--- src/rtl/hgc_sqrt.sv ---
// Pipelined floor square root, one root bit per stage
module hgc_sqrt (
  input  logic        clk,
  input  logic [60:0] radicand,
  output logic [30:0] root
);
  localparam int STAGES = 31;

  logic [60:0] v_q [0:STAGES];
  logic [61:0] r_q [0:STAGES];

  always_ff @(posedge clk) begin
    v_q[0] <= radicand;
    r_q[0] <= '0;
  end

  for (genvar j = 0; j < STAGES; j++) begin : g_bit
    localparam logic [61:0] BIT = 62'd1 << (2 * (STAGES - 1 - j));
    logic [61:0] trial;
    assign trial = r_q[j] + BIT;
    always_ff @(posedge clk) begin
      if ({1'b0, v_q[j]} >= trial) begin
        v_q[j+1] <= v_q[j] - trial[60:0];
        r_q[j+1] <= (r_q[j] >> 1) + BIT;
      end else begin
        v_q[j+1] <= v_q[j];
        r_q[j+1] <= r_q[j] >> 1;
      end
    end
  end

  assign root = r_q[STAGES][30:0];

endmodule

--- config.mk ---
export PLATFORM = sky130hd
export DESIGN_NAME = hgc_sqrt
export DESIGN_NICKNAME = d
export VERILOG_FILES = /design/src/rtl/hgc_sqrt.sv
export SDC_FILE = /design/constraint.sdc
export NUM_CORES = 2
export LEC_CHECK = 0
export BUFFER_PORTS_ARGS = -buffer_cell sky130_fd_sc_hd__buf_2
export CAP_MARGIN = 30
export CORE_MARGIN = 5
export CORE_UTILIZATION = 30
export CTS_BUF_LIST = sky130_fd_sc_hd__clkbuf_8
export CTS_CLUSTER_SIZE = 14
export DETAILED_ROUTE_END_ITERATION = 10
export PLACE_DENSITY_LB_ADDON = 0.2
export SYNTH_ARGS = -nofsm -noshare
export SYNTH_HDL_FRONTEND = slang
export SYNTH_SLANG_ARGS = --single-unit
--- constraint.sdc ---
create_clock -name clk -period 6.21 [get_ports clk]
set_clock_uncertainty 0.1 [all_clocks]
set_input_delay 1.242 -clock clk [delete_from_list [all_inputs] [get_ports clk]]
set_output_delay 1.242 -clock clk [all_outputs]
set_load 0.02 [all_outputs]
-- Yosys cells after proc, flatten, opt, wreduce, memory -nomap -nowiden
Memories as Yosys holds them, arrays and structs flattened.
Index checks and enable logic that the tools add are counted.
- shift-type cells: 0
- divide/modulo/power cells: 0
- $lt $le $gt $ge: 31
- mux-type cells: 155
- bitwise logic cells: 62
- add/sub/neg operators: 93
- reductions and logical operators: 0
- multipliers: 0
- eq/ne operators: 0
- operators with widths (cell ; count):
    greater-or-equal comparator 61 x 62 -> 1 bit ; 31
    2-to-1 mux 62 bit ; 31
    2-to-1 mux 61 bit ; 31
    subtractor 61 bit ; 31
    2-to-1 mux 1 bit ; 93
    adder 61 x 1 -> 62 bit, second input constant ; 1
    adder 61 x 11 -> 62 bit, second input constant ; 1
    adder 61 x 13 -> 62 bit, second input constant ; 1
    adder 61 x 15 -> 62 bit, second input constant ; 1
    adder 61 x 17 -> 62 bit, second input constant ; 1
    adder 61 x 19 -> 62 bit, second input constant ; 1
    adder 61 x 21 -> 62 bit, second input constant ; 1
    adder 61 x 23 -> 62 bit, second input constant ; 1
    adder 61 x 25 -> 62 bit, second input constant ; 1
    adder 61 x 27 -> 62 bit, second input constant ; 1
    adder 61 x 29 -> 62 bit, second input constant ; 1
    adder 61 x 3 -> 62 bit, second input constant ; 1
    adder 61 x 31 -> 62 bit, second input constant ; 1
    adder 61 x 33 -> 62 bit, second input constant ; 1
    adder 61 x 35 -> 62 bit, second input constant ; 1
    adder 61 x 37 -> 62 bit, second input constant ; 1
    adder 61 x 39 -> 62 bit, second input constant ; 1
    adder 61 x 41 -> 62 bit, second input constant ; 1
    adder 61 x 43 -> 62 bit, second input constant ; 1
    44 further kinds ; 105
- word-level logic and storage cells: 343
- register bits: 0
- memory bits (writable): 3936
- bits in latches: 0
- input port bits: 62
- memories: 2
- memory bits (read-only): 0
- memory list (name ; depth ; bits a word ; rd ports ; clocked after memory_dff ; write ports ; line ; source):
    r_q ; 32 ; 62 ; 32 ; 0 ; 32 ; 10 ; logic [61:0] r_q [0:STAGES];
    v_q ; 32 ; 61 ; 31 ; 0 ; 32 ; 9 ; logic [60:0] v_q [0:STAGES];

-- Depth between registers and ports, before layout
- depth after elaboration: 5
- mapped depth: 14
- gate-level depth less buffers: 12

-- Worst setup path before layout
No wires, ideal clock.
- path type: register -> register
- from: mem v_q[27][46] (netlist: v_q[3][229])
- to: mem v_q[28][16] (netlist: v_q[3][260])
- path buffers: 2
- stages on the path, launching flop included: 10
- arrival: 3.139 ns
- required time: 5.989 ns
- setup slack: 2.850 ns
- period minus slack after synthesis: 3.360 ns
- setup time: 0.121 ns
- cells stage by stage: dfxtp_1 > or4_4 > or3_1 > nand2b_4 > or4_1 > or4_4 > or2_1 > buf_6 > buf_6 > mux2_4
- RTL lines (element ; line):
    start, declared ; 9

==> run summary <==
final setup vio count: 0
number of synthesized register bits: 2387
CP Launch Type: flop
Pins Over Slew Limit: 0
DR vias/cell: 4.73
RSZ-0062 raised after global routing: no
port bufs: 92
max cap viols: 0
largest area contributor in the netlist: dfxtp_1
Core ar.: 297000 µm²
Post-Synthesis Cells: 8926
Reg2Reg Setup Slack: 1.70 ns
Clock Latency Late Sink: 1.06 ns
Post-synth EDFFs: 0
clk buf depth: 4
Slew headroom: 30.0%
sequential share of the synthesized area: 53.5%
pwr dens: 473 nW/µm²
CP peak stage delay: 0.73 ns
Hold Path Cell Cnt: 1
ranking of synthesized cells by area: dfxtp_1 (54%), ha_1 (7.3%), xnor2_1 (4.0%)
Place WS: 1.59 ns
final worst path period share: 72.6%
via count: 63.8k
clock sink count: 2387
Post-route DRC: 0
required time worst endpoint: 6.95 ns
fin nets: 9841
TritonCTS clock tree: built
first-pass GRT wire length: 384 mm
Num CTS Buffers: 389
largest net degree at the start of global routing: 62
TNS Setup: 0 ns
Crit Path Class: reg -> reg
RePlAce Congestion: 0.883
Synthesized Nets: 9512
Initial DRC Count: 3493
clk slew on worst S/H paths: 0.06 ns
CP Data Arrival Time: 5.24 ns
endpoint of the worst hold path: v_q[0][50]
Hold/Removal Path Class: in -> reg
ys async rst share: 0%
vias in the first global route: 65.6k
LEAKAGE: 46.3 nW
total die area: 309000 µm²
post-synthesis cell type count: 91
routed len/inst: 18.5 µm
Die Y: 555 µm
Mapped Avg Cell Area: 10.0 µm²
CTS root buf: clkbuf_8
worst slew pin tran: 1.02 ns
final worst setup slack: 1.70 ns
Starting Density: 30.1%
worst path cell trace: or4_1 -> nor4_1 -> nor4b_1 -> o211ai_1 -> a41oi_1 -> o31a_1 -> clkinv_1 -> buf_4 -> nand4_1 -> nor3_1 -> xor2_1
H-tree depth: 5
Power Total: 48.5 mW
Tmin final: 4.51 ns
GRT Overall Usage: 15.7%
CP max FO: 61
status: complete, no violations
Setup Buffers After CTS: 0
final hold viol count: 0
most frequent cell after synthesis: dfxtp_1
Max Fclk: 0.222 GHz
worst r2r src: v_q[3][347]
Peak supply drop: 0.236 mV
grt ovf: 0
Register-to-Register Path Depth: 11
post_cts resized: 0
row count: 200
synth cell count leaders: dfxtp_1 (2387), inv_1 (650), nor2_1 (617)
Post-CTS Hold Fix Bufs: 0
IO Count: 93
Hold Slack: 0.184 ns
Synth Cell Area: 89300 µm²
CP Capture Type: flop
initial antenna violation count: 6
reg-to-reg endpoint: v_q[3][425]
slowest stage cell, crit path: nor4b_1
post-synth top area share: 53.5%
HPWL Detailed: 197 mm
overall die width: 555 µm
hold path start: radicand[50]
post-route ant nets: 0
Area Overhead vs Synth: 14.8%
ys flop type: dfxtp_1
layout cells sized above 1: 8.96%
Worst setup startpoint: v_q[3][347]
synth warn: 0
first-pass iteration count of the detailed router: 5
final WL: 249 mm
-- metal layers --
| metal | GRT usage (%) | wire length [µm] |
|---|---|---|
| met1 | 18.8 | 107000 |
| met2 | 28.1 | 123000 |
| met3 | 2.18 | 8910 |
| met4 | 6.50 | 10700 |
| met5 | 0 | 0 |
-- flip-flops by register name (all words and copies together), names as in the netlist --
signal / cells
v_q: 1891
r_q: 496
-- per-stage QoR --
step | instance area [µm²] | cells | utilization, %
finish | 102000 | 13500 | 34.6
global route | 102000 | 13500 | 34.6
CTS | 102000 | 13500 | 34.6
detailed placement | 94200 | 12800 | 31.8
global placement | 94200 | 12800 | 31.8
floorplan | 89300 | 8926 | -
-- layout make-up --
class | instances | area (µm²)
clock buffer | 485 | 6680
tap | 3939 | 4930
timing repair buffer | 131 | 742
inverter | 653 | 2450
multi-input combinational | 5693 | 38300
clock inverter | 197 | 1530
fill | 30000 | 194000
sequential | 2387 | 47800
antenna | 8 | 20.0
-- cells in the final DEF (no fill, tap or decap), types with 37 or more instances in the layout --
| master | count |
|---|---|
| nor4_1 | 312 |
| a31oi_1 | 43 |
| and3_1 | 45 |
| buf_2 | 98 |
| o21bai_1 | 37 |
| clkbuf_8 | 485 |
| o21ai_0 | 424 |
| nor3_1 | 223 |
| or3_1 | 80 |
| mux2_2 | 64 |
| ha_1 | 523 |
| clkinv_2 | 47 |
| or4_1 | 65 |
| nor2_1 | 617 |
| nor4b_1 | 39 |
| inv_1 | 753 |
| xnor2_1 | 406 |
| nand3_1 | 164 |
| o211ai_1 | 40 |
| nand2b_1 | 93 |
| nand4_1 | 136 |
| dfxtp_1 | 2387 |
| o21a_1 | 76 |
| a21o_1 | 214 |
| nand2_1 | 564 |
| nor2b_1 | 61 |
| a211oi_1 | 47 |
| xor2_1 | 399 |
| a21oi_1 | 551 |
-- cells by family after synthesis --
logic type | Yosys count | share of synthesized area (%)
compound gates | 1698 | 11.8
xor+xnor | 805 | 7.90
fa+ha+maj | 524 | 7.35
buf+inv | 846 | 3.60
flops | 2387 | 53.5
mux | 78 | 0.976
other cells | 1 | 0.00420
simple gates | 2587 | 14.8
-- worst max path at each step --
| stage | end | slack [ns] | cells after the start |
|---|---|---|---|
| final | v_q[3][425] | 1.70 | 11 |
| after global routing | v_q[2][354] | 1.27 | 12 |
| after CTS | v_q[3][425] | 1.51 | 11 |
| after detailed placement | v_q[3][425] | 1.59 | 11 |
| after global placement | v_q[3][425] | 1.40 | 11 |
| after floorplan | v_q[3][260] | 2.85 | 9 |
-- critical path: cells and delay by family (launching register included) --
| family | cells | cell delay (ns) |
|---|---|---|
| and+or+nand+nor | 5 | 2.33 |
| buffers and inverters | 2 | 0.47 |
| xor gates and xnor gates | 1 | 0.15 |
| DFF | 1 | 0.33 |
| AOI/OAI and AO/OA | 3 | 0.94 |
-- where the power goes --
group	internal [mW]	switching (mW)	leakage [nW]
combinational	5.29	7.03	21.7
sequential	18.8	3.25	20.0
clock	7.74	6.36	4.62
(Power assumes the default switching activity.)
