`config.mk`:
```
export PLATFORM = sky130hd
export DESIGN_NAME = hgc_atan
export DESIGN_NICKNAME = d
export VERILOG_FILES = /design/src/rtl/hgc_pkg.sv /design/src/rtl/hgc_atan.sv
export SDC_FILE = /design/constraint.sdc
export NUM_CORES = 2
export LEC_CHECK = 0
export BUFFER_PORTS_ARGS = -buffer_cell sky130_fd_sc_hd__buf_2
export CORE_UTILIZATION = 30
export DETAILED_ROUTE_END_ITERATION = 12
export GPL_TIMING_DRIVEN = 0
export SLEW_MARGIN = 20
export SYNTH_ARGS = -nofsm -noshare
export SYNTH_HDL_FRONTEND = slang
export SYNTH_SLANG_ARGS = --single-unit
```
`constraint.sdc`:
```
create_clock -name clk -period 13.3 [get_ports clk]
set_input_delay 0.665 -clock clk [delete_from_list [all_inputs] [get_ports clk]]
set_output_delay 0.665 -clock clk [all_outputs]
set_load 0.03 [all_outputs]
```
`src/rtl/hgc_pkg.sv`:
```
// Shared constants, types and CORDIC table for the haversine distance unit
package hgc_pkg;

  localparam int DEG_W = 27;
  localparam int MAG_W = 24;
  localparam int Q30_W = 33;

  localparam logic signed [DEG_W-1:0] FULL_Q17    = 27'sd47185920;
  localparam logic signed [DEG_W-1:0] HALF_Q17    = 27'sd23592960;
  localparam logic signed [DEG_W-1:0] QUARTER_Q17 = 27'sd11796480;

  localparam logic [26:0] DEG2RAD_Q32 = 27'd74961321;
  localparam logic signed [Q30_W-1:0] CORDIC_START = 33'sd652032874;
  localparam logic [30:0] ONE_Q30 = 31'd1073741824;
  localparam logic [23:0] DIST_MAX = 24'hFFFFFF;
  localparam logic [15:0] RADIUS_RESET = 16'd6371;

  typedef logic signed [DEG_W-1:0] deg_t;
  typedef logic signed [Q30_W-1:0] q30_t;

  localparam logic [31:0] ATAN_Q32 [32] = '{
    32'd3373259426, 32'd1991351318, 32'd1052175347, 32'd534100634,
    32'd268086748,  32'd134174064,  32'd67103403,   32'd33553749,
    32'd16777131,   32'd8388597,    32'd4194303,    32'd2097152,
    32'd1048576,    32'd524288,     32'd262144,     32'd131072,
    32'd65536,      32'd32768,      32'd16384,      32'd8192,
    32'd4096,       32'd2048,       32'd1024,       32'd512,
    32'd256,        32'd128,        32'd64,         32'd32,
    32'd16,         32'd8,          32'd4,          32'd2
  };

  function automatic logic [32:0] atan_round(int idx, int frac);
    logic [63:0] t;
    t = 64'(ATAN_Q32[idx[4:0]]) + (64'd1 << (31 - frac));
    return 33'(t >> (32 - frac));
  endfunction

endpackage

```
`src/rtl/hgc_atan.sv`:
```
// Vectoring CORDIC pipeline for the first-quadrant arctangent
module hgc_atan #(
  parameter int ANGLE_FRACTION_BITS = 16,
  parameter int CORDIC_STEPS = 16
) (
  input  logic                                  clk,
  input  logic [30:0]                           y_in,
  input  logic [30:0]                           x_in,
  output logic signed [ANGLE_FRACTION_BITS+2:0] angle
);
  localparam int ZW = ANGLE_FRACTION_BITS + 3;
  localparam int XW = 34;

  logic signed [XW-1:0] x_q [0:CORDIC_STEPS];
  logic signed [XW-1:0] y_q [0:CORDIC_STEPS];
  logic signed [ZW-1:0] z_q [0:CORDIC_STEPS];

  always_ff @(posedge clk) begin
    x_q[0] <= $signed({3'b000, x_in});
    y_q[0] <= $signed({3'b000, y_in});
    z_q[0] <= '0;
  end

  for (genvar i = 0; i < CORDIC_STEPS; i++) begin : g_step
    localparam logic signed [ZW-1:0] ATN = ZW'(hgc_pkg::atan_round(i, ANGLE_FRACTION_BITS));
    always_ff @(posedge clk) begin
      if (y_q[i] >= 0) begin
        x_q[i+1] <= x_q[i] + (y_q[i] >>> i);
        y_q[i+1] <= y_q[i] - (x_q[i] >>> i);
        z_q[i+1] <= z_q[i] + ATN;
      end else begin
        x_q[i+1] <= x_q[i] - (y_q[i] >>> i);
        y_q[i+1] <= y_q[i] + (x_q[i] >>> i);
        z_q[i+1] <= z_q[i] - ATN;
      end
    end
  end

  assign angle = z_q[CORDIC_STEPS];

endmodule

```
Yosys cells after proc, flatten, opt, wreduce, memory -nomap -nowiden. Memory sizes are Yosys's and may differ from the RTL's. Index checks and enable logic that the tools add are counted.

$add $sub $neg: 95. $lt $le $gt $ge: 16. Mux-type cells: 96. Bitwise gates (word level): 48.

Operators with widths (count): two-way mux 34 bit (32); greater-or-equal comparator 34 x 1 -> 1 bit, second input constant (16); two-way mux 19 bit (16); adder 34 x 19 -> 34 bit (2); adder 34 x 20 -> 34 bit (2); adder 34 x 21 -> 34 bit (2); adder 34 x 22 -> 34 bit (2); adder 34 x 23 -> 34 bit (2); adder 34 x 24 -> 34 bit (2); adder 34 x 25 -> 34 bit (2); adder 34 x 26 -> 34 bit (2); adder 34 x 27 -> 34 bit (2); adder 34 x 28 -> 34 bit (2); adder 34 x 29 -> 34 bit (2); adder 34 x 30 -> 34 bit (2); adder 34 x 31 -> 34 bit (2); adder 34 x 32 -> 34 bit (2); adder 34 x 33 -> 34 bit (2); subtractor 34 x 19 -> 34 bit (2); subtractor 34 x 20 -> 34 bit (2); subtractor 34 x 21 -> 34 bit (2); subtractor 34 x 22 -> 34 bit (2); subtractor 34 x 23 -> 34 bit (2); subtractor 34 x 24 -> 34 bit (2); 43 further kinds (149).

Flip-flop bits (word level): 0. Bits in writable memories: 1479. Output and inout bits: 19. Word-level logic and storage cells: 258. Memories kept: 3.

Memories: x_q (words 17, width 34, rd ports 16, clocked after memory_dff 0, wr ports 17, line hgc_atan.sv:14) `logic signed [XW-1:0] x_q [0:CORDIC_STEPS];`; y_q (words 17, width 34, rd ports 16, clocked after memory_dff 0, wr ports 17, line hgc_atan.sv:15) `logic signed [XW-1:0] y_q [0:CORDIC_STEPS];`; z_q (words 17, width 19, rd ports 17, clocked after memory_dff 0, wr ports 17, line hgc_atan.sv:16) `logic signed [ZW-1:0] z_q [0:CORDIC_STEPS];`.

Depth between registers and ports, before layout.
Depth after elaboration: 4. Mapped depth: 22. Mapped depth without buffers: 21.

Worst setup path after synthesis. Ideal clock, no wire load.

Path kind: register to register. Start point: mem y_q[2][6]. End point: mem x_q[3][32]. Arrival time: 4.551 ns. Data required time: 13.228 ns. Setup slack: 8.677 ns. Cell stages (with the launch flop): 20. Period minus slack after synthesis: 4.623 ns. Cells stage by stage: dfxtp_1 -> or4_4 -> or3_4 -> or4_4 -> or4_4 -> nor4_4 -> nand2b_2 -> o31ai_1 -> xnor2_1 -> ha_1 -> clkbuf_1 -> a21o_1 -> a21o_1 -> a21o_1 -> a21o_1 -> a21o_1 -> a21oi_1 -> o31ai_1 -> a21oi_1 -> xnor2_1.

RTL lines (line): from (decl) (hgc_atan.sv:15); to (decl) (hgc_atan.sv:14).

==> impl_metrics.yaml <==
placement:
  hpwl_mm: 200
  gp_congestion: 0.904
  port_buffers: 80
floorplan:
  rows: 202
  start_util: 0.302
  io_pins: 82
  die_area_sq_um: 307000
  core_area_sq_um: 303000
  die_height_um: 554
  die_w_um: 554
synthesis:
  ys_seq_area_frac: 0.274
  ys_ff_latch: 1252
  ys.flop_type: "dfxtp_1"
  synth_top_cell_by_area: "dfxtp_1"
  synth_cells: 10725
  synth.area.top_cells: "dfxtp_1, ha_1, xnor2_1"
  synth.top_cell.area_share: 0.274
  yosys_warnings: 0
  ys_types: 91
  synth_edf_count: 0
  netlist_area_sq_um: 91600
  synthArstFlopShare: 0
  postSynthAreaPerCell_sq_um: 8.54
drt:
  vias_per_cell: 5.05
  wire_per_inst_um: 16.2
  drtAntennaViolNets: 0
  drcViolationCount: 0
  routed_wirelength_mm: 246
  vias: 76659
  first_pass_iters: 6
  drtIter0Drc: 4642
global_routing:
  grt_pass1_vias: 73994
  grt_util_all_layers: 0.155
  grt_pass1_wl_mm: 393
  antenna_found_initial: 3
  overflow: 0
  grt_max_degree: 17
critical_path:
  worstSetupEndpointType: "flip-flop"
  required_ps: 14020
  slowest_stage: "dfxtp_1"
  cpPeakStageDelay_ps: 810
  cp_common_cell: "o21ai_0"
  worstPathMaxFanout: 11
  crit_chain: "buf_1, clkinv_1, nor2_1, xnor2_1, ha_1, nor2b_1, o21ai_0, a21boi_0, o21ai_0, a31oi_1, a31o_2, or4_1, a31oi_1, o21ai_0, or3b_2, and3_1"
  cp-start-kind: "flip-flop"
  timing_worst_setup_path_type: "reg -> reg"
  crit_arrival_ps: 7070
  cp_top_family: "compound AO/OA/AOI/OAI gates"
  crit_buf_inv: 2
cells_and_area:
  drive_gt1_frac: 0.0370
  layout_commonest_cell: "dfxtp_1"
  areaGrowthSynthToFinish_pct: 12.4
  layout_common_cells: "dfxtp_1, ha_1, xnor2_1"
  nNetsFinal: 12358
cts:
  cts_tree: "built"
  clkTransAtPathRegs_ps: 60
  clock-sinks: 1252
  worstSkewPairLatency_ps: 850
  h-tree-depth: 4
  cts_buffers: 154
  max-clock-path-buffers: 4
  cts_root_buffer: "clkbuf_16"
sta:
  finalSetupTns_ps: 0
  period_needed_ps: 6350
  hold_viol_final: 0
  setup_viol: 0
  grt_setup_unrepaired: "false"
  maxSlewHeadroom: 0.248
  fin_worst_skew_ps: 107
  drv_slew: 0
  period_share: 0.478
  tightest_slew_ps: 1110
  fmax_mhz: 157
run:
  maxCapViolations: 0
min_path:
  hold_class: "reg -> reg"
outcome:
  status: "finished clean"
[synth_stat cells (55+ instances only)]
cell         n
dfxtp_1   1252
and3_1      83
nand2b_1   206
nand2_1    613
o21a_1     121
o31ai_1    216
or3_1      113
o41ai_1    103
nand3_1    174
o21bai_1   182
nor2_1     706
xnor2_1   1027
inv_1      514
ha_1      1155
nor2b_1    211
a211oi_1    65
o21ai_0    672
nor3_1     176
or4_1      113
a31oi_1     90
clkbuf_1   190
and2_1      55
xor2_1     585
nand4_1    102
a21o_1     526
a21oi_1    865
nor4_1      56
[stage by stage]
step	hold slack [ps]	util	setup slack (ps)	std cells	area [sq um]
detailed placement	312	0.321	6860	14860	97200
global route	327	0.339	6580	15187	103000
finish	318	0.339	6950	15187	103000
global placement	310	0.321	6840	14860	97200
floorplan	310	-	8680	10802	91900
CTS	321	0.339	6850	15185	103000
[logic make-up (layout without fill, tap and decap cells)]
family	Yosys count	after routing	share of synthesized area
flip-flops	1252	1252	0.274
XOR/XNOR	1612	1612	0.154
adder cells (fa/ha/maj)	1195	1195	0.167
AND/OR/NAND/NOR	2741	2741	0.150
multiplexers	7	7	0.000793
AO/OA/AOI/OAI	3192	3192	0.224
buffers and inverters	724	1129	0.0297
other	2	81	0.0000820
[metal layers]
| metal | GRT usage | vias to the layer above | share of wire |
|---|---|---|---|
| met5 | 0 | - | 0.000053 |
| met2 | 0.280 | 1496 | 0.48 |
| met1 | 0.190 | 35459 | 0.45 |
| met3 | 0.0169 | 429 | 0.037 |
| met4 | 0.0535 | 2 | 0.033 |
| li1 | - | 39273 | - |
[final cells by class]
| type | instances | area, sq um |
|---|---|---|
| antenna | 2 | 5.00 |
| buffer | 208 | 788 |
| clock buffer | 206 | 4340 |
| clock inverter | 57 | 723 |
| fill | 31710 | 200000 |
| inverter | 516 | 1940 |
| multi-input combinational | 8826 | 64100 |
| sequential | 1252 | 25100 |
| tap | 3978 | 4980 |
| timing repair buffer | 142 | 1020 |
[final timing paths]
check                                   end  cells after the start       start  slack (ps)
worst max-delay path            y_q[10][32]                     16  y_q[9][33]        6950
worst min-delay path             z_q[11][3]                      0  z_q[10][3]         320
worst max register to register  y_q[10][32]                     16  y_q[9][33]        6950
worst min register to register   z_q[11][3]                      0  z_q[10][3]         320
[flip-flops by register name, indices dropped and copies added, names as in the netlist]
| signal | cells |
|---|---|
| x_q | 490 |
| y_q | 508 |
| z_q | 254 |
[repair_timing]
item | CTS | global route
setup buffers | 0 | 0
endpoints found under the hold margin | 62 | 0
gates resized for setup | 0 | 0
hold buffers | 62 | 0
Power is not shown: default switching activity piles up to over one toggle a cycle in this logic, so the estimate is an artifact.
