## src/rtl/hgc_pkg.sv

```systemverilog
// Shared constants, types and CORDIC table for the haversine distance unit
package hgc_pkg;

  localparam int DEG_W = 27;
  localparam int MAG_W = 24;
  localparam int Q30_W = 33;

  localparam logic signed [DEG_W-1:0] FULL_Q17    = 27'sd47185920;
  localparam logic signed [DEG_W-1:0] HALF_Q17    = 27'sd23592960;
  localparam logic signed [DEG_W-1:0] QUARTER_Q17 = 27'sd11796480;

  localparam logic [26:0] DEG2RAD_Q32 = 27'd74961321;
  localparam logic signed [Q30_W-1:0] CORDIC_START = 33'sd652032874;
  localparam logic [30:0] ONE_Q30 = 31'd1073741824;
  localparam logic [23:0] DIST_MAX = 24'hFFFFFF;
  localparam logic [15:0] RADIUS_RESET = 16'd6371;

  typedef logic signed [DEG_W-1:0] deg_t;
  typedef logic signed [Q30_W-1:0] q30_t;

  localparam logic [31:0] ATAN_Q32 [32] = '{
    32'd3373259426, 32'd1991351318, 32'd1052175347, 32'd534100634,
    32'd268086748,  32'd134174064,  32'd67103403,   32'd33553749,
    32'd16777131,   32'd8388597,    32'd4194303,    32'd2097152,
    32'd1048576,    32'd524288,     32'd262144,     32'd131072,
    32'd65536,      32'd32768,      32'd16384,      32'd8192,
    32'd4096,       32'd2048,       32'd1024,       32'd512,
    32'd256,        32'd128,        32'd64,         32'd32,
    32'd16,         32'd8,          32'd4,          32'd2
  };

  function automatic logic [32:0] atan_round(int idx, int frac);
    logic [63:0] t;
    t = 64'(ATAN_Q32[idx[4:0]]) + (64'd1 << (31 - frac));
    return 33'(t >> (32 - frac));
  endfunction

endpackage

```

## src/rtl/hgc_sincos.sv

```systemverilog
// Angle folding, degree to radian scaling and rotation CORDIC pipeline
module hgc_sincos #(
  parameter int ANGLE_FRACTION_BITS = 16,
  parameter int CORDIC_STEPS = 16
) (
  input  logic          clk,
  input  hgc_pkg::deg_t angle,
  output hgc_pkg::q30_t sin_q,
  output hgc_pkg::q30_t cos_q
);
  localparam int ZW = ANGLE_FRACTION_BITS + 3;
  localparam int XW = hgc_pkg::Q30_W;
  localparam int PW = 51;
  localparam int SH = 49 - ANGLE_FRACTION_BITS;
  localparam logic [PW-1:0] RND = PW'(1) << (SH - 1);

  hgc_pkg::deg_t r_fold;
  logic          negc_c;
  logic [hgc_pkg::MAG_W-1:0] mag_c;

  logic [hgc_pkg::MAG_W-1:0] s0_mag;
  logic s0_neg, s0_negc;
  logic [PW-1:0] s1_prod;
  logic s1_neg, s1_negc;
  logic [PW-1:0] zr;

  logic signed [XW-1:0] x_q [0:CORDIC_STEPS];
  logic signed [XW-1:0] y_q [0:CORDIC_STEPS];
  logic signed [ZW-1:0] z_q [0:CORDIC_STEPS];
  logic                 nc_q [0:CORDIC_STEPS];

  always_comb begin
    r_fold = angle;
    negc_c = 1'b0;
    priority if (r_fold > hgc_pkg::HALF_Q17) begin
      r_fold = r_fold - hgc_pkg::FULL_Q17;
    end else if (r_fold <= -hgc_pkg::HALF_Q17) begin
      r_fold = r_fold + hgc_pkg::FULL_Q17;
    end else begin
      r_fold = r_fold;
    end
    priority if (r_fold > hgc_pkg::QUARTER_Q17) begin
      r_fold = hgc_pkg::HALF_Q17 - r_fold;
      negc_c = 1'b1;
    end else if (r_fold < -hgc_pkg::QUARTER_Q17) begin
      r_fold = -hgc_pkg::HALF_Q17 - r_fold;
      negc_c = 1'b1;
    end else begin
      r_fold = r_fold;
    end
    mag_c = (r_fold < 0) ? hgc_pkg::MAG_W'(-r_fold) : hgc_pkg::MAG_W'(r_fold);
  end

  always_ff @(posedge clk) begin
    s0_mag  <= mag_c;
    s0_neg  <= r_fold < 0;
    s0_negc <= negc_c;
  end

  always_ff @(posedge clk) begin
    s1_prod <= PW'(s0_mag) * PW'(hgc_pkg::DEG2RAD_Q32);
    s1_neg  <= s0_neg;
    s1_negc <= s0_negc;
  end

  assign zr = (s1_prod + RND) >> SH;

  always_ff @(posedge clk) begin
    x_q[0]  <= hgc_pkg::CORDIC_START;
    y_q[0]  <= '0;
    z_q[0]  <= s1_neg ? -ZW'(zr) : ZW'(zr);
    nc_q[0] <= s1_negc;
  end

  for (genvar i = 0; i < CORDIC_STEPS; i++) begin : g_step
    localparam logic signed [ZW-1:0] ATN = ZW'(hgc_pkg::atan_round(i, ANGLE_FRACTION_BITS));
    always_ff @(posedge clk) begin
      if (z_q[i] >= 0) begin
        x_q[i+1] <= x_q[i] - (y_q[i] >>> i);
        y_q[i+1] <= y_q[i] + (x_q[i] >>> i);
        z_q[i+1] <= z_q[i] - ATN;
      end else begin
        x_q[i+1] <= x_q[i] + (y_q[i] >>> i);
        y_q[i+1] <= y_q[i] - (x_q[i] >>> i);
        z_q[i+1] <= z_q[i] + ATN;
      end
      nc_q[i+1] <= nc_q[i];
    end
  end

  always_ff @(posedge clk) begin
    sin_q <= y_q[CORDIC_STEPS];
    cos_q <= nc_q[CORDIC_STEPS] ? -x_q[CORDIC_STEPS] : x_q[CORDIC_STEPS];
  end

endmodule

```

## config.mk

```make
export PLATFORM = sky130hd
export DESIGN_NAME = hgc_sincos
export DESIGN_NICKNAME = d
export VERILOG_FILES = /design/src/rtl/hgc_pkg.sv /design/src/rtl/hgc_sincos.sv
export SDC_FILE = /design/constraint.sdc
export NUM_CORES = 2
export LEC_CHECK = 0
export ABC_AREA = 1
export BUFFER_PORTS_ARGS = -buffer_cell sky130_fd_sc_hd__buf_2
export CORE_UTILIZATION = 45
export DETAILED_ROUTE_END_ITERATION = 10
export GPL_ROUTABILITY_DRIVEN = 0
export PLACE_DENSITY_LB_ADDON = 0.25
export SYNTH_ARGS = -nofsm -noshare
export SYNTH_HDL_FRONTEND = slang
export SYNTH_SLANG_ARGS = --single-unit
```

## constraint.sdc

```tcl
create_clock -name clk -period 6 [get_ports clk]
set_input_delay 1.2 -clock clk [delete_from_list [all_inputs] [get_ports clk]]
set_output_delay 1.2 -clock clk [all_outputs]
set_load 0.005 [all_outputs]
```

Word level (Yosys, flattened, before mapping) --
Memory sizes are Yosys's and may differ from the RTL's. A register that Yosys moved wholly into a read port is not among the register bits. Cells that the tools add are included.
Storage, ports and cells: bits in registers 112, memory bits (writable) 1462, input port bits 28, output and inout bits 66, word-level logic and storage cells 288, memories kept 4
Memory list:
- x_q | depth 17, bits a word 33, read ports 17, clocked after Yosys merged registers in 0, write ports 17, RTL line hgc_sincos.sv:27 | logic signed [XW-1:0] x_q [0:CORDIC_STEPS];
- y_q | depth 17, bits a word 33, read ports 17, clocked after Yosys merged registers in 1, write ports 17, RTL line hgc_sincos.sv:28 | logic signed [XW-1:0] y_q [0:CORDIC_STEPS];
- z_q | depth 17, bits a word 19, read ports 16, clocked after Yosys merged registers in 0, write ports 17, RTL line hgc_sincos.sv:29 | logic signed [ZW-1:0] z_q [0:CORDIC_STEPS];
- nc_q | depth 17, bits a word 1, read ports 17, clocked after Yosys merged registers in 0, write ports 17, RTL line hgc_sincos.sv:30 | logic nc_q [0:CORDIC_STEPS];
Operators by class: $add $sub $neg 103, multiply operators 1, magnitude comparators 21, muxes and demuxes 104, bitwise gates (word level) 48
Operators with widths (number):
- 33-bit two-way mux | 33
- 19-bit two-way mux | 17
- 19-bit by 1-bit >= comparator with 1-bit output, second input constant | 16
- 27-bit two-way mux | 4
- 33-bit by 18-bit adder with 33-bit output | 2
- 33-bit by 19-bit adder with 33-bit output | 2
- 33-bit by 20-bit adder with 33-bit output | 2
- 33-bit by 21-bit adder with 33-bit output | 2
- 33-bit by 22-bit adder with 33-bit output | 2
- 33-bit by 23-bit adder with 33-bit output | 2
- 33-bit by 24-bit adder with 33-bit output | 2
- 33-bit by 25-bit adder with 33-bit output | 2
- 33-bit by 26-bit adder with 33-bit output | 2
- 33-bit by 27-bit adder with 33-bit output | 2
- 33-bit by 28-bit adder with 33-bit output | 2
- 33-bit by 29-bit adder with 33-bit output | 2
- 33-bit by 30-bit adder with 33-bit output | 2
- 33-bit by 31-bit adder with 33-bit output | 2
- 33-bit by 32-bit adder with 33-bit output | 2
- 33-bit by 18-bit subtractor with 33-bit output | 2
- 33-bit by 19-bit subtractor with 33-bit output | 2
- 33-bit by 20-bit subtractor with 33-bit output | 2
- 33-bit by 21-bit subtractor with 33-bit output | 2
- 33-bit by 22-bit subtractor with 33-bit output | 2
- other kinds (58) | 167

Longest topological paths before layout --
depth in word-level cells 8, mapped depth 31

Worst setup path after synthesis --
Ideal clock, no wire load.
kind register -> register, from reg s0_mag[9] in the netlist's numbering, to reg s1_prod[45], setup time 0.121 ns, arrival time 5.811 ns, required time 5.879 ns, path slack 0.068 ns, cell stages (with the launch flop) 31, buffers on the path 0, period minus slack after synthesis 5.932 ns, cells stage by stage dfxtp_1 -> ha_1 -> inv_1 -> fa_1 -> fa_1 -> inv_1 -> fa_1 -> inv_1 -> fa_1 -> inv_1 -> fa_1 -> inv_1 -> fa_1 -> inv_1 -> ha_1 -> a21oi_1 -> o21ai_0 -> a21oi_1 -> a21boi_0 -> o21ai_0 -> nand2_1 -> nand2_1 -> nand3_1 -> nand3_1 -> nand2_1 -> o211ai_1 -> nand2_1 -> nand3_1 -> nand3_1 -> nand2_1 -> xor2_1
Between the ends: longest elaborated chain between the ends 1
Ends and longest elaborated chain:
- start: declaration | RTL line hgc_sincos.sv:21 | logic [hgc_pkg::MAG_W-1:0] s0_mag;
- start signal: assignment | RTL line hgc_sincos.sv:55 | s0_mag <= mag_c;
- 24-bit by 27-bit multiplier with 51-bit output | RTL line hgc_sincos.sv:61 | s1_prod <= PW'(s0_mag) * PW'(hgc_pkg::DEG2RAD_Q32);
- end signal: assignment | RTL line hgc_sincos.sv:61
- end: declaration | RTL line hgc_sincos.sv:23 | logic [PW-1:0] s1_prod;
No other way between the ends. A chain may end at the register's enable or synchronous reset.

Worst setup path in the final report --
from reg s0_mag[2] in the netlist's numbering, to reg s1_prod[41]
Same word-level chain as after synthesis.

==> run metrics <==
status=complete, no violations; initial antenna violation count=4; synthesized netlist cell count=13,800; CTS tree=yes; P&R area growth vs syn=10.5%; vias in the first global route=86,000; sequential fraction of the synthesis area=0.256; H-tree depth=4; CTS Hold Buffers Added=0; Antenna Nets Post-Route=0; Mapped Nets=15,500; worst slew pin tran=1.16 ns; Final #Nets=15,800; DR iter-0 viols=5,117; fin. max-slew vios=0; post-synth top area cell=dfxtp_1; Synth top cells by count=inv_1, nand2_1, a21oi_1; Tmin final=5.94 ns; GRT Total Usage=0.231; row count=178; total wire length=277 mm; drt via density=5.07; ys async rst share=0; Multi-input gate area=70,700 sq um; share of cells above drive strength 1=0.0503; RSZ-0062 raised after global routing=yes; deepest clock path buffer count=3; Largest stage delay, worst path=0.64 ns; #FFs+latches synth=1,365; Worst Hold Class=reg -> reg; critical path type=reg -> reg; Fmax=0.168 GHz; number of synthesized flops with an enable pin=0; Post-Syn Area=107,000 sq um; most frequent cell after synthesis=inv_1; Worst path slowest cell=fa_2; HPWL after DPL=232 mm; register area=27,300 sq um; Crit path arrival time=6.63 ns; final hold violation count=0; Die ar.=239,000 sq um; Sink Count=1,365; Die Wd=489 microns; ys flop type=dfxtp_1; CTS Buf Count=158; most frequent CP cell=fa_1; Die Ht=489 microns; GRT Residual Overflow=0; routed length per instance=15.9 microns; TritonRoute pass-1 iters=6; core region area=236,000 sq um; WP buf/inv=6; IO Pins=94; Root Buffer=clkbuf_16; Reg clk slew, reported paths=0.06 ns; residual DRC count=0; Max-slew headroom=0.219; Layout fillers=23,300; vias=88,200; dominant cells by area after synthesis=dfxtp_1, ha_1, xor2_1; Final Util=0.501; share of the synthesized area in the top cell type=0.256; max_cap viols=0; Starting Density=0.453; final period utilization=0.989; post-synthesis cell type count=64; # port buffers=93; synth warn=0; final setup vio count=0; clock latency on the worst-skew pair=0.85 ns; syn avg cell area=7.72 sq um; Worst setup EP type=flip-flop; first-pass GRT wire length=446 mm; clk_skew=0.0490 ns; largest net degree at the start of global routing=45; Critical Path RT=6.70 ns; crit path launch type=flip-flop; crit-path max FO=4; cell family with most CP delay=adder cells
repair_timing:
item | in CTS | in global routing
hold endpoints to repair | 0 | 0
endpoints found under the setup margin | 12 | 17
setup buffers | 0 | 12
resized for setup | 32 | 76
pin swaps | 16 | 51
cell type report:
cell class,count,area share
clock inverters,95,0.0117
clock buffers,197,0.0366
diodes,2,0.0000424
multi-input cells,10000,0.599
well taps,3150,0.0334
flip-flops and latches,1365,0.232
repair buffers,238,0.0133
inverters,2329,0.0741
kinds of logic after synthesis:
kind of cell / synth area share
xor gates and xnor gates: 0.149
muxes: 0.000738
adders and majority gates: 0.213
and+or+nand+nor: 0.142
AOI/OAI and AO/OA: 0.154
DFF: 0.256
buffers and inverters: 0.0864
layout by cell type (no fill, tap or decap), types with 261 or more instances in the layout:
cell type and n:
a21oi_1 1534, nor3_1 261, nand2_1 1837, inv_1 2302
ha_1 1360, nand3_1 288, xnor2_1 580, o21ai_0 630
fa_1 269, nor2_1 933, dfxtp_1 1356, xor2_1 1231
worst paths after layout:
check                           startpoint          end  slack, ns  cells after the start
worst max-delay path             s0_mag[2]  s1_prod[41]       0.06                     28
worst min-delay path            nc_q[0][2]   nc_q[0][3]       0.31                      0
worst max register to register   s0_mag[2]  s1_prod[41]       0.06                     28
worst min register to register  nc_q[0][2]   nc_q[0][3]       0.31                      0
through the flow:
step	cells	worst slack [ns]	cell area [sq um]	TNS, ns	hold WS [ns]
3_5_place_dp	17100	-0.532	112000	-3.30	0.312
3_3_place_gp	17100	-0.492	112000	-2.92	0.311
2_1_floorplan	13800	0.0679	107000	0	0.310
5_1_grt	17400	-0.135	118000	-0.570	0.311
6_report	17400	0.0644	118000	0	0.313
4_1_cts	17400	-0.0226	118000	-0.0226	0.301
flip-flops by register name (all words and copies together), names as in the netlist:
signal and count:
s1_negc 1, s0_negc 1, cos_q 33, s1_prod 19
sin_q 33, y_q 496, s1_neg 1, x_q 471
s0_neg 1, s0_mag 24, z_q 268, nc_q 17
routing by layer:
| metal | track usage | wire (microns) | up-vias |
|---|---|---|---|
| li1 | - | - | 46000 |
| met5 | 0 | 0 | - |
| met3 | 0.0305 | 12700 | 453 |
| met2 | 0.388 | 126000 | 1658 |
| met4 | 0.0845 | 10400 | 0 |
| met1 | 0.299 | 129000 | 40100 |
Power is left out: the tool's default activity adds up to more than one toggle a clock period on the data nets, which glitch-free logic cannot reach.
